## config.mk

```make
export PLATFORM = sky130hd
export DESIGN_NAME = bounded_deque_unit_flat
export DESIGN_NICKNAME = d
export VERILOG_FILES = /design/src/rtl/bdq_pkg.sv /design/src/rtl/bdq_if.sv /design/src/rtl/bdq_ram.sv /design/src/rtl/bdq_ctrl.sv /design/src/rtl/bdq_dp.sv /design/src/rtl/bounded_deque_unit.sv /design/src/flat_wrapper.sv
export SDC_FILE = /design/constraint.sdc
export NUM_CORES = 1
export LEC_CHECK = 0
export BUFFER_PORTS_ARGS = -buffer_cell sky130_fd_sc_hd__buf_2
export CAP_MARGIN = 20
export CORE_MARGIN = 2
export CORE_UTILIZATION = 45
export CTS_CLUSTER_DIAMETER = 150
export DETAILED_ROUTE_END_ITERATION = 16
export REMOVE_ABC_BUFFERS = 1
export SLEW_MARGIN = 20
export SYNTH_ARGS = -nofsm -noshare
export SYNTH_HDL_FRONTEND = slang
export SYNTH_HIERARCHICAL = 1
export SYNTH_SLANG_ARGS = --single-unit
```

## constraint.sdc

```tcl
create_clock -name clk -period 5.5 [get_ports clk]
set_input_delay 0.825 -clock clk [delete_from_list [all_inputs] [get_ports clk]]
set_output_delay 0.825 -clock clk [all_outputs]
set_load 0.01 [all_outputs]
```

## src/rtl/bdq_pkg.sv

```systemverilog
package bdq_pkg;

  localparam int DEPTH = 16;
  localparam int WIDTH = 32;

  localparam int ADDR_W  = $clog2(DEPTH);
  localparam int CNT_W   = $clog2(DEPTH + 1);
  localparam int CAP_W   = 5;
  localparam int VALUE_W = 32;
  localparam int FILL_W  = 5;

  localparam logic [CAP_W-1:0] CAP_RESET = CAP_W'(16);

  typedef enum logic [1:0] {
    FN_PUSH_REAR  = 2'd0,
    FN_POP_FRONT  = 2'd1,
    FN_PUSH_FRONT = 2'd2,
    FN_POP_REAR   = 2'd3
  } func_t;

  typedef enum logic [1:0] {
    ST_OK    = 2'd0,
    ST_FULL  = 2'd1,
    ST_EMPTY = 2'd2
  } status_t;

  typedef struct packed {
    logic accept;
    logic load_pop;
  } dp_cmd_t;

  typedef struct packed {
    logic pop_ok;
  } dp_stat_t;

endpackage

```

## src/rtl/bdq_if.sv

```systemverilog
interface bdq_in_if;
  import bdq_pkg::*;

  logic                       valid;
  logic                       ready;
  func_t                      func;
  logic signed [VALUE_W-1:0]  push_value;

  modport source (output valid, output func, output push_value, input ready);
  modport sink (input valid, input func, input push_value, output ready);
endinterface

interface bdq_out_if;
  import bdq_pkg::*;

  logic                       valid;
  logic                       ready;
  logic signed [VALUE_W-1:0]  pop_value;
  status_t                    status;
  logic [FILL_W-1:0]          fill_count;

  modport source (output valid, output pop_value, output status, output fill_count,
                  input ready);
  modport sink (input valid, input pop_value, input status, input fill_count,
                output ready);
endinterface

```

## src/rtl/bdq_ram.sv

```systemverilog
module bdq_ram #(
  parameter int W = 32,
  parameter int D = 16
) (
  input  logic                 clk,
  input  logic                 we,
  input  logic [$clog2(D)-1:0] waddr,
  input  logic [W-1:0]         wdata,
  input  logic [$clog2(D)-1:0] raddr,
  output logic [W-1:0]         rdata
);

  logic [W-1:0] mem [D];

  always_ff @(posedge clk) begin
    if (we) begin
      mem[waddr] <= wdata;
    end
    rdata <= mem[raddr];
  end

endmodule

```

## src/rtl/bdq_ctrl.sv

```systemverilog
module bdq_ctrl (
  input  logic              clk,
  input  logic              rst_n,
  input  logic              in_valid,
  output logic              in_ready,
  output logic              out_valid,
  input  logic              out_ready,
  input  bdq_pkg::dp_stat_t stat,
  output bdq_pkg::dp_cmd_t  cmd
);
  import bdq_pkg::*;

  typedef enum logic [1:0] {
    S_IDLE = 2'b01,
    S_READ = 2'b10
  } state_t;

  state_t state_r, state_nxt;
  logic   out_valid_r, out_valid_nxt;
  logic   accept;

  assign in_ready  = (state_r == S_IDLE) && (!out_valid_r || out_ready);
  assign accept    = in_valid && in_ready;
  assign out_valid = out_valid_r;

  assign cmd.accept   = accept;
  assign cmd.load_pop = (state_r == S_READ);

  always_comb begin
    state_nxt = state_r;
    unique case (state_r)
      S_IDLE: begin
        if (accept && stat.pop_ok) begin
          state_nxt = S_READ;
        end
      end
      S_READ: begin
        state_nxt = S_IDLE;
      end
      default: begin
        state_nxt = S_IDLE;
      end
    endcase
  end

  always_comb begin
    out_valid_nxt = out_valid_r;
    priority if ((accept && !stat.pop_ok) || (state_r == S_READ)) begin
      out_valid_nxt = 1'b1;
    end else if (out_ready) begin
      out_valid_nxt = 1'b0;
    end
  end

  always_ff @(posedge clk) begin
    if (!rst_n) begin
      state_r     <= S_IDLE;
      out_valid_r <= 1'b0;
    end else begin
      state_r     <= state_nxt;
      out_valid_r <= out_valid_nxt;
    end
  end

endmodule

```

## src/rtl/bdq_dp.sv

```systemverilog
module bdq_dp (
  input  logic                               clk,
  input  logic                               rst_n,
  input  logic                               cfg_we,
  input  logic [bdq_pkg::CAP_W-1:0]          cfg_wdata,
  input  bdq_pkg::func_t                     func,
  input  logic signed [bdq_pkg::VALUE_W-1:0] push_value,
  input  bdq_pkg::dp_cmd_t                   cmd,
  output bdq_pkg::dp_stat_t                  stat,
  output logic signed [bdq_pkg::VALUE_W-1:0] pop_value,
  output bdq_pkg::status_t                   status,
  output logic [bdq_pkg::FILL_W-1:0]         fill_count
);
  import bdq_pkg::*;

  logic [CAP_W-1:0]          cap_r;
  logic [ADDR_W-1:0]         head_r, head_nxt;
  logic [CNT_W-1:0]          count_r, count_nxt;
  logic signed [VALUE_W-1:0] pop_value_r;
  status_t                   status_r, status_nxt;
  logic [FILL_W-1:0]         fill_r;

  logic [31:0]               eff_cap;
  logic                      is_full;
  logic                      is_empty;
  logic [ADDR_W-1:0]         head_dec;
  logic [ADDR_W-1:0]         head_inc;
  logic [CNT_W:0]            rear_sum;
  logic [CNT_W:0]            last_sum;
  logic [ADDR_W-1:0]         rear_pos;
  logic [ADDR_W-1:0]         last_pos;

  logic                      ram_we;
  logic [ADDR_W-1:0]         ram_waddr;
  logic [ADDR_W-1:0]         ram_raddr;
  logic [WIDTH-1:0]          ram_wdata;
  logic [WIDTH-1:0]          ram_rdata;

  always_comb begin
    eff_cap = 32'(cap_r);
    if (eff_cap == 32'd0) begin
      eff_cap = 32'd1;
    end
    if (eff_cap > 32'(DEPTH)) begin
      eff_cap = 32'(DEPTH);
    end
  end

  assign is_full  = (32'(count_r) >= eff_cap);
  assign is_empty = (count_r == '0);

  assign head_dec = (head_r == '0) ? ADDR_W'(DEPTH - 1) : head_r - 1'b1;
  assign head_inc = (head_r == ADDR_W'(DEPTH - 1)) ? '0 : head_r + 1'b1;

  assign rear_sum = (CNT_W+1)'(head_r) + (CNT_W+1)'(count_r);
  assign last_sum = rear_sum - 1'b1;
  assign rear_pos = (rear_sum >= (CNT_W+1)'(DEPTH)) ?
                    ADDR_W'(rear_sum - (CNT_W+1)'(DEPTH)) : ADDR_W'(rear_sum);
  assign last_pos = (last_sum >= (CNT_W+1)'(DEPTH)) ?
                    ADDR_W'(last_sum - (CNT_W+1)'(DEPTH)) : ADDR_W'(last_sum);

  assign ram_wdata = WIDTH'(push_value);

  always_comb begin
    head_nxt    = head_r;
    count_nxt   = count_r;
    status_nxt  = ST_OK;
    ram_we      = 1'b0;
    ram_waddr   = rear_pos;
    ram_raddr   = head_r;
    stat.pop_ok = 1'b0;
    unique case (func)
      FN_PUSH_REAR: begin
        if (is_full) begin
          status_nxt = ST_FULL;
        end else begin
          ram_we    = cmd.accept;
          ram_waddr = rear_pos;
          count_nxt = count_r + 1'b1;
        end
      end
      FN_PUSH_FRONT: begin
        if (is_full) begin
          status_nxt = ST_FULL;
        end else begin
          ram_we    = cmd.accept;
          ram_waddr = head_dec;
          head_nxt  = head_dec;
          count_nxt = count_r + 1'b1;
        end
      end
      FN_POP_FRONT: begin
        if (is_empty) begin
          status_nxt = ST_EMPTY;
        end else begin
          stat.pop_ok = 1'b1;
          ram_raddr   = head_r;
          head_nxt    = head_inc;
          count_nxt   = count_r - 1'b1;
        end
      end
      FN_POP_REAR: begin
        if (is_empty) begin
          status_nxt = ST_EMPTY;
        end else begin
          stat.pop_ok = 1'b1;
          ram_raddr   = last_pos;
          count_nxt   = count_r - 1'b1;
        end
      end
      default: begin
        status_nxt = ST_OK;
      end
    endcase
  end

  bdq_ram #(
    .W (WIDTH),
    .D (DEPTH)
  ) u_ram (
    .clk   (clk),
    .we    (ram_we),
    .waddr (ram_waddr),
    .wdata (ram_wdata),
    .raddr (ram_raddr),
    .rdata (ram_rdata)
  );

  always_ff @(posedge clk) begin
    if (!rst_n) begin
      cap_r   <= CAP_RESET;
      head_r  <= '0;
      count_r <= '0;
    end else begin
      if (cfg_we) begin
        cap_r <= cfg_wdata;
      end
      if (cmd.accept) begin
        head_r  <= head_nxt;
        count_r <= count_nxt;
      end
    end
  end

  always_ff @(posedge clk) begin
    if (cmd.accept) begin
      status_r    <= status_nxt;
      fill_r      <= FILL_W'(count_nxt);
      pop_value_r <= '0;
    end else if (cmd.load_pop) begin
      pop_value_r <= VALUE_W'(signed'(ram_rdata));
    end
  end

  assign pop_value  = pop_value_r;
  assign status     = status_r;
  assign fill_count = fill_r;

endmodule

```

## src/rtl/bounded_deque_unit.sv

```systemverilog
// Bounded double-ended queue of signed words.
// The input channel carries one word per operation: func selects push rear,
// pop front, push front or pop rear, and push_value is the word to push.
// The result channel returns one word per operation: the popped value (zero
// for a push or a refused pop), a status of ok, full or empty, and the fill
// count after the operation.
// The capacity register is written through cfg_we and cfg_wdata; the user
// must write it only while the block is idle, as the block does not enforce
// this. Zero acts as one and values above the depth act as the depth.
// The result of a push or a refused pop is valid the cycle after acceptance.
// A successful pop first reads the store, which has a registered read port,
// and then loads the pop value register; the input stays not ready meanwhile.
// A new word is taken in the same cycle that a waiting result is taken.
// If the receiver stalls, the result is held and the input stays not ready.
// Reset empties the queue and sets the capacity to sixteen; the store itself
// is not cleared.
module bounded_deque_unit (
  input  logic                      clk,
  input  logic                      rst_n,
  input  logic                      cfg_we,
  input  logic [bdq_pkg::CAP_W-1:0] cfg_wdata,
  bdq_in_if.sink                    in_ch,
  bdq_out_if.source                 out_ch
);
  import bdq_pkg::*;

  dp_cmd_t  cmd;
  dp_stat_t stat;

  bdq_ctrl u_ctrl (
    .clk       (clk),
    .rst_n     (rst_n),
    .in_valid  (in_ch.valid),
    .in_ready  (in_ch.ready),
    .out_valid (out_ch.valid),
    .out_ready (out_ch.ready),
    .stat      (stat),
    .cmd       (cmd)
  );

  bdq_dp u_dp (
    .clk        (clk),
    .rst_n      (rst_n),
    .cfg_we     (cfg_we),
    .cfg_wdata  (cfg_wdata),
    .func       (in_ch.func),
    .push_value (in_ch.push_value),
    .cmd        (cmd),
    .stat       (stat),
    .pop_value  (out_ch.pop_value),
    .status     (out_ch.status),
    .fill_count (out_ch.fill_count)
  );

endmodule
```

## src/flat_wrapper.sv

```systemverilog
// flat-port wrapper written by rule: the top's interface ports become plain ports
module bounded_deque_unit_flat import bdq_pkg::*;
  (clk, rst_n, cfg_we, cfg_wdata, in_ch_valid, in_ch_func, in_ch_push_value, in_ch_ready, out_ch_valid, out_ch_pop_value, out_ch_status, out_ch_fill_count, out_ch_ready);
  bdq_in_if in_ch_i ();
  bdq_out_if out_ch_i ();
  input  logic clk;
  input  logic rst_n;
  input  logic cfg_we;
  input  logic [bdq_pkg::CAP_W-1:0] cfg_wdata;
  input wire logic [$bits(in_ch_i.valid)-1:0] in_ch_valid;
  input wire logic [$bits(in_ch_i.func)-1:0] in_ch_func;
  input wire logic [$bits(in_ch_i.push_value)-1:0] in_ch_push_value;
  output wire logic [$bits(in_ch_i.ready)-1:0] in_ch_ready;
  output wire logic [$bits(out_ch_i.valid)-1:0] out_ch_valid;
  output wire logic [$bits(out_ch_i.pop_value)-1:0] out_ch_pop_value;
  output wire logic [$bits(out_ch_i.status)-1:0] out_ch_status;
  output wire logic [$bits(out_ch_i.fill_count)-1:0] out_ch_fill_count;
  input wire logic [$bits(out_ch_i.ready)-1:0] out_ch_ready;
  assign in_ch_i.valid = in_ch_valid;
  assign in_ch_i.func = in_ch_func;
  assign in_ch_i.push_value = in_ch_push_value;
  assign in_ch_ready = in_ch_i.ready;
  assign out_ch_valid = out_ch_i.valid;
  assign out_ch_pop_value = out_ch_i.pop_value;
  assign out_ch_status = out_ch_i.status;
  assign out_ch_fill_count = out_ch_i.fill_count;
  assign out_ch_i.ready = out_ch_ready;
  bounded_deque_unit u_core (.clk(clk), .rst_n(rst_n), .cfg_we(cfg_we), .cfg_wdata(cfg_wdata), .in_ch(in_ch_i), .out_ch(out_ch_i));
endmodule
```

# ---- After elaboration in Yosys (flattened, before gate mapping)
# Memory sizes are Yosys's and may differ from the RTL's. A register that Yosys moved wholly into a read port is not among the register bits.
# Cells that the tools add are included.
dict set report classes {
  n_addsub 8
  mul 0
  n_div 0
  magnitude_cmp 4
  eq_ne 8
  shifts 0
  n_mux 27
  bitwise_logic 0
  reduce_logical 18
}
# cell n
set ops {}
lappend ops {{2-to-1 mux 4 bit} 10}
lappend ops {{greater-or-equal comparator 5 x 32 -> 1 bit} 1}
lappend ops {{> comparator 32 x 5 -> 1 bit (second input constant)} 1}
lappend ops {{2-to-1 mux 32 bit} 1}
lappend ops {{2-to-1 mux 5 bit} 3}
lappend ops {{greater-or-equal comparator 6 x 5 -> 1 bit (second input constant)} 2}
lappend ops {{subtractor 4 x 1 -> 4 bit (second input constant)} 3}
lappend ops {{zero test 5 bit} 2}
lappend ops {{case mux 5 bit (2 select lines)} 1}
lappend ops {{2-to-1 mux 1 bit} 9}
lappend ops {{case mux 4 bit (2 select lines)} 1}
lappend ops {{adder 4 x 5 -> 6 bit} 1}
lappend ops {{== test 2 bit (second input constant)} 3}
lappend ops {{subtractor 6 x 1 -> 6 bit (second input constant)} 1}
lappend ops {{adder 5 x 1 -> 5 bit (second input constant)} 1}
lappend ops {{subtractor 5 x 1 -> 5 bit (second input constant)} 1}
lappend ops {{adder 4 x 1 -> 4 bit (second input constant)} 1}
lappend ops {{== test 2 x 1 -> 1 bit (second input constant)} 2}
lappend ops {{== test 4 bit (second input constant)} 1}
lappend ops {{logical AND 1 bit} 4}
lappend ops {{zero test 4 bit} 1}
lappend ops {{inequality test 2 bit (second input constant)} 2}
lappend ops {{case mux 2 bit (2 select lines)} 1}
lappend ops {{AND reduction 4 bit} 1}
lappend ops {{7 further kinds} 11}
dict set report word_totals {
  reg_bits 56
  latch_bits 0
  ramBits 512
  romBits 0
  in_bits 44
  output_inout_bits 41
  wordCells 74
  mem_count 1
}
# name words word_bits rd rd_ports_with_merged_regs wr line_no
set memory_table {}
lappend memory_table {u_core.u_dp.u_ram.mem 16 32 1 1 1 bdq_ram.sv:13} ;# logic [W-1:0] mem [D];

# ---- Logic depth before layout (Yosys ltp)
dict set report logic_depth {
  depth_word 9
  mapped_depth 14
  mapped_depth_nobuf 11
}

# ---- Hierarchy
# The synthesis kept the hierarchy.
# module n_inst cells_each area_per_inst_um2 seq_area_each_um2
set modules_own_cells {}
lappend modules_own_cells {bdq_ram 1 838 19835.3 16015.4}
lappend modules_own_cells {bdq_dp 1 300 2859.0 1131.1}
lappend modules_own_cells {bdq_ctrl 1 14 146.4 60.1}

# ---- Least setup slack after synthesis
# No wires, ideal clock.
dict set report synth_path {
  path_type {input to register}
  startpoint {input out_ch_ready}
  endpoint {memory u_core.u_dp.u_ram.mem[0][0] (enable)}
  setup_time_ns 0.461
  t_arrival_ns 4.721
  required_time_ns 5.039
  setup_slack_ns 0.317
  path_stages 8
  path_buffers 3
  path_cell_list {nor2b_1 > nor3b_1 > buf_4 > clkbuf_1 > clkbuf_1 > and2_1 > or3b_2 > nor3_1}
}
dict set report synth_via {
  elab_chain_len 7
}
# item line_no
set synth_rtl {}
lappend synth_rtl {{from (decl)} flat_wrapper.sv:18} ;# input wire logic [$bits(out_ch_i.ready)-1:0] out_ch_ready;
lappend synth_rtl {{logical OR 1 bit} bdq_ctrl.sv:22} ;# assign in_ready = (state_r == S_IDLE) && (!out_valid_r || out_ready);
lappend synth_rtl {{logical AND 1 bit} bdq_ctrl.sv:22}
lappend synth_rtl {{logical AND 1 bit} bdq_ctrl.sv:23} ;# assign accept = in_valid && in_ready;
lappend synth_rtl {{named net u_core.u_ctrl.accept} bdq_ctrl.sv:20} ;# logic accept;
lappend synth_rtl {{2-to-1 mux 1 bit} {bdq_dp.sv:74, bdq_dp.sv:83}}
lappend synth_rtl {{2-to-1 mux 1 bit} n/a}
lappend synth_rtl {{named net u_core.u_dp.ram_we} bdq_dp.sv:33} ;# logic ram_we;
lappend synth_rtl {{2-to-1 mux 1 bit} bdq_ram.sv:16} ;# if (we) begin
lappend synth_rtl {{2-to-1 mux 1 bit (not written as such)} bdq_ram.sv:17} ;# mem[waddr] <= wdata;
lappend synth_rtl {{to (decl)} bdq_ram.sv:13}
# The timed path passes the listed nets, and every way through them passes these cells.

# ---- Worst setup path in the final report
dict set report layout_path {
  startpoint {register u_core.u_dp.count_r[0]}
  endpoint {memory u_core.u_dp.u_ram.mem[3][31] (enable)}
}
dict set report layout_via {
  elab_chain_len 5
  word_cells_on_any_way 11
  cone_classes {add/sub (2); order compare (2); mux (7)}
}
# item line_no
set layout_rtl {}
lappend layout_rtl {{from (decl)} bdq_dp.sv:18} ;# logic [CNT_W-1:0] count_r, count_nxt;
lappend layout_rtl {{from (signal assigned)} bdq_dp.sv:140} ;# count_r <= count_nxt;
lappend layout_rtl {{adder 4 x 5 -> 6 bit} bdq_dp.sv:55} ;# assign rear_sum = (CNT_W+1)'(head_r) + (CNT_W+1)'(count_r);
lappend layout_rtl {{greater-or-equal comparator 6 x 5 -> 1 bit / subtractor 4 x 1 -> 4 bit (equally long branches)} {bdq_dp.sv:57, bdq_dp.sv:58}}
lappend layout_rtl {{2-to-1 mux 4 bit} bdq_dp.sv:57} ;# assign rear_pos = (rear_sum >= (CNT_W+1)'(DEPTH)) ?
lappend layout_rtl {{2-to-1 mux 4 bit} bdq_dp.sv:83} ;# if (is_full) begin
lappend layout_rtl {{2-to-1 mux 4 bit *} n/a}
lappend layout_rtl {{named net u_core.u_dp.ram_waddr[1]} bdq_dp.sv:34} ;# logic [ADDR_W-1:0] ram_waddr;
# Mark *: on every way through the listed nets, which the timed path passes. The rest lies on a longest branch.

==> results.yml <==
job:
  cap_violations: 0
clocking:
  clock-sinks: 600
  clock_latency_ns: 0.63
  cts_buffer_depth: 3
  post-cts-setup-buffers: 0
  path_clk_slew_ns: 0.06
  htreeDepth: 2
  postCtsHoldBufs: 0
  cts_buffers: 59
  tritoncts: "done"
  post_cts_resized: 0
  cts_root_buf: "clkbuf_16"
global_routing:
  grt_pass1_wl_um: 71930
  grt_pass1_vias: 11450
  grt-ovfl-total: 0
  grt_util_all_layers: 0.1822
  antenna_found_initial: 1
  grt_max_degree: 64
worst_setup_path:
  startpoint_type: "flip-flop"
  cp_top_family: "simple AND/OR/NAND/NOR gates"
  endpoint: "u_core/u_dp/u_ram/mem[3][31]"
  cp_num_buf_inv: 2
  path_cells: "inv_1 -> ha_1 -> nand2b_4 -> a2111oi_4 -> o31a_4 -> nand2_4 -> mux2i_1 -> nand2_1 -> nor2_4 -> buf_4"
  critPathLaunch: "u_core/u_dp/count_r[0]"
  critPathKind: "reg -> reg"
  critPathSlowestCell: "nor2_4"
  r2r-end: "u_core/u_dp/u_ram/mem[3][31]"
  cp.arrival_ns: 4.49
  required_ns: 5.79
  rrSetupSlack_ns: 1.30
  r2r-start: "u_core/u_dp/count_r[0]"
  path_max_fanout: 18
  crit_path_end_kind: "flip-flop"
  reg2reg_depth: 10
  slowest_delay_ns: 0.63
  cp.depth: 10
synthesis:
  synth_flop_cell: "edfxtp_1"
  yosysWarnings: 6
  synthArstFlopShare: 0
  ys_seq_area_frac: 0.7533
  syn_area_sq_um: 22840
  synth-seq-cells: 600
  yosysMostFrequentCell: "edfxtp_1"
  synth_area_per_cell_sq_um: 19.83
  ys_types: 59
  yosys.area.top_type: "edfxtp_1"
  yosysTopAreaCellShare: 0.6823
  synth_cells: 1152
  synth_area_leaders: "edfxtp_1 (68%), mux4_2 (13%), dfxtp_1 (7.1%), a22oi_1 (2.1%), mux2i_1 (1.8%)"
  synth_edf_count: 519
  synth_commonest_cells: "edfxtp_1 (519), mux4_2 (128), dfxtp_1 (81)"
finish:
  layout-drive-gt1-share: 0.2825
  final_area_sq_um: 26260
  fin_util: 0.5234
  syn_to_final_growth_pct: 14.97
  nNetsFinal: 1325
placed_design:
  io_buffers: 84
  hpwl_um: 26360
  gp_congestion: 0.7437
  placed_area_sq_um: 24330
sta:
  rsz0062_at_grt: "no"
  finalCriticalPeriod_ns: 4.197
  setup_viol: 0
  period_share: 0.7630
  slew_headroom: 0.2693
  worst_pin_slew_ns: 1.094
  finalClockSkew_ns: 0.02776
  hold_viol: 0
  slew_viol_final: 0
  fmax_ghz: 0.2383
hold_path:
  holdCritPathClass: "in -> reg"
floorplanning:
  die_width_um: 229.3
  die-area_sq_um: 52580
  start_util: 0.4553
  ios: 85
  die_height_um: 229.3
  placementRows: 82
  core_sq_um: 50170
power:
  power_switching_uw: 3031
  p_leak_uw: 0.008556
  seqPwrFrac: 0.464
  pwr-share-comb: 0.192
  power_density_nw_per_um2: 441.3
  intPower_uw: 8558
  ir_drop_v: 0.0002483
  switching_share: 0.2615
  clkPwrFrac: 0.343
detailed_routing:
  viasPerCell: 5.602
  num_vias: 11148
  drt_wl_total_um: 46780
  antenna_left: 0
  avgRoutedWirePerCell_um: 23.51
  drt_iter0_markers: 1127
  first_pass_iters: 5
  drc_errors: 0
outcome:
  status: "complete, no violations"
routing by layer:
metal  GRT usage  up-vias  share of wire
li1            -     4911              -
met1      0.2659     5880           0.45
met2      0.2836      311           0.47
met3     0.03399       46          0.060
met4     0.04830        0          0.015
met5    0.009191        -              0
power groups by stage:
stage                     combinational, uW  clock [uW]  sequential, uW
after floorplan                        1920           0            5420
after global placement                 2230           0            5470
after detailed placement               2270           0            5470
after CTS                              2270        4080            5380
after global routing                   2430        4260            5400
final                                  2230        3980            5380
state kept, by name (all words and copies together) (netlist names):
signal and count:
u_core/u_dp/u_ram/mem 512, u_core/u_dp/pop_value 32, u_core/u_dp/u_ram/rdata 32, u_core/u_dp/cap_r 5
u_core/u_dp/count_r 5, u_core/u_dp/fill_count 5, u_core/u_dp/head_r 4, u_core/u_ctrl/state_r 2
u_core/u_dp/status 2, u_core/u_ctrl/out_valid 1
through the flow:
step / hold slack [ns] / TNS (ns) / instances / total power (uW) / setup slack [ns]
after detailed placement: 0.4562 / 0 / 1877 / 7746 / 1.292
after floorplan: 0.4413 / -820.06 / 1090 / 7347 / -8.027
after global routing: 0.4265 / 0 / 1990 / 12090 / 0.9824
after global placement: 0.4459 / 0 / 1873 / 7701 / 1.468
after CTS: 0.4074 / 0 / 1989 / 11740 / 1.288
final: 0.4372 / 0 / 1990 / 11590 / 1.303
worst reg2reg max path: stages, from the launching register on:
cell and delay (ns):
dfxtp_1 0.46, inv_1 0.14, ha_1 0.31, nand2b_4 0.15, a2111oi_4 0.40, o31a_4 0.29, nand2_4 0.11, mux2i_1 0.57
nand2_1 0.42, nor2_4 0.63, buf_4 0.38
cell families (layout without fill, tap and decap cells):
logic type,count (synthesis),after routing,synth area share
simple gates,168,168,0.03424
flops,600,600,0.7533
other cells,0,1,0
mux,172,172,0.1462
compound gates,111,111,0.03780
buf+inv,77,242,0.01589
fa+ha+maj,15,15,0.008546
xor+xnor,9,9,0.004053
layout make-up:
class / instances / area (sq um)
diodes: 1 / 2.502
fillers: 3937 / 23910
flip-flops and latches: 600 / 17210
well taps: 672 / 840.8
clock buffers: 75 / 1608
clock inverters: 37 / 321.6
inverters: 15 / 56.30
repair buffers: 115 / 783.3
multi-input cells: 475 / 5440
how the worst min path moves through the flow:
stage / start / to / slack, ns / depth (start not counted)
finish: cfg_wdata[0] / u_core/u_dp/cap_r[0] / 0.44 / 3
global route: cfg_wdata[4] / u_core/u_dp/cap_r[4] / 0.43 / 3
CTS: cfg_wdata[0] / u_core/u_dp/cap_r[0] / 0.41 / 3
detailed placement: u_core/u_dp/u_ram/rdata[12] / u_core/u_dp/pop_value[12] / 0.46 / 2
global placement: u_core/u_dp/u_ram/rdata[7] / u_core/u_dp/pop_value[7] / 0.45 / 2
floorplan: u_core/u_dp/u_ram/rdata[0] / u_core/u_dp/pop_value[0] / 0.44 / 2
layout by cell type, fill, tap and decap left out, types with 21 or more instances in the layout:
cell type | synthesis | routed
a22oi_1 | 65 | 65
buf_2 | 11 | 84
buf_4 | 10 | 21
clkbuf_16 | 0 | 60
dfxtp_1 | 81 | 81
edfxtp_1 | 519 | 519
mux2i_1 | 41 | 41
mux4_2 | 128 | 128
nand2_1 | 53 | 53
nor2_1 | 67 | 54
No activity file was read; power rests on OpenSTA's default activity.
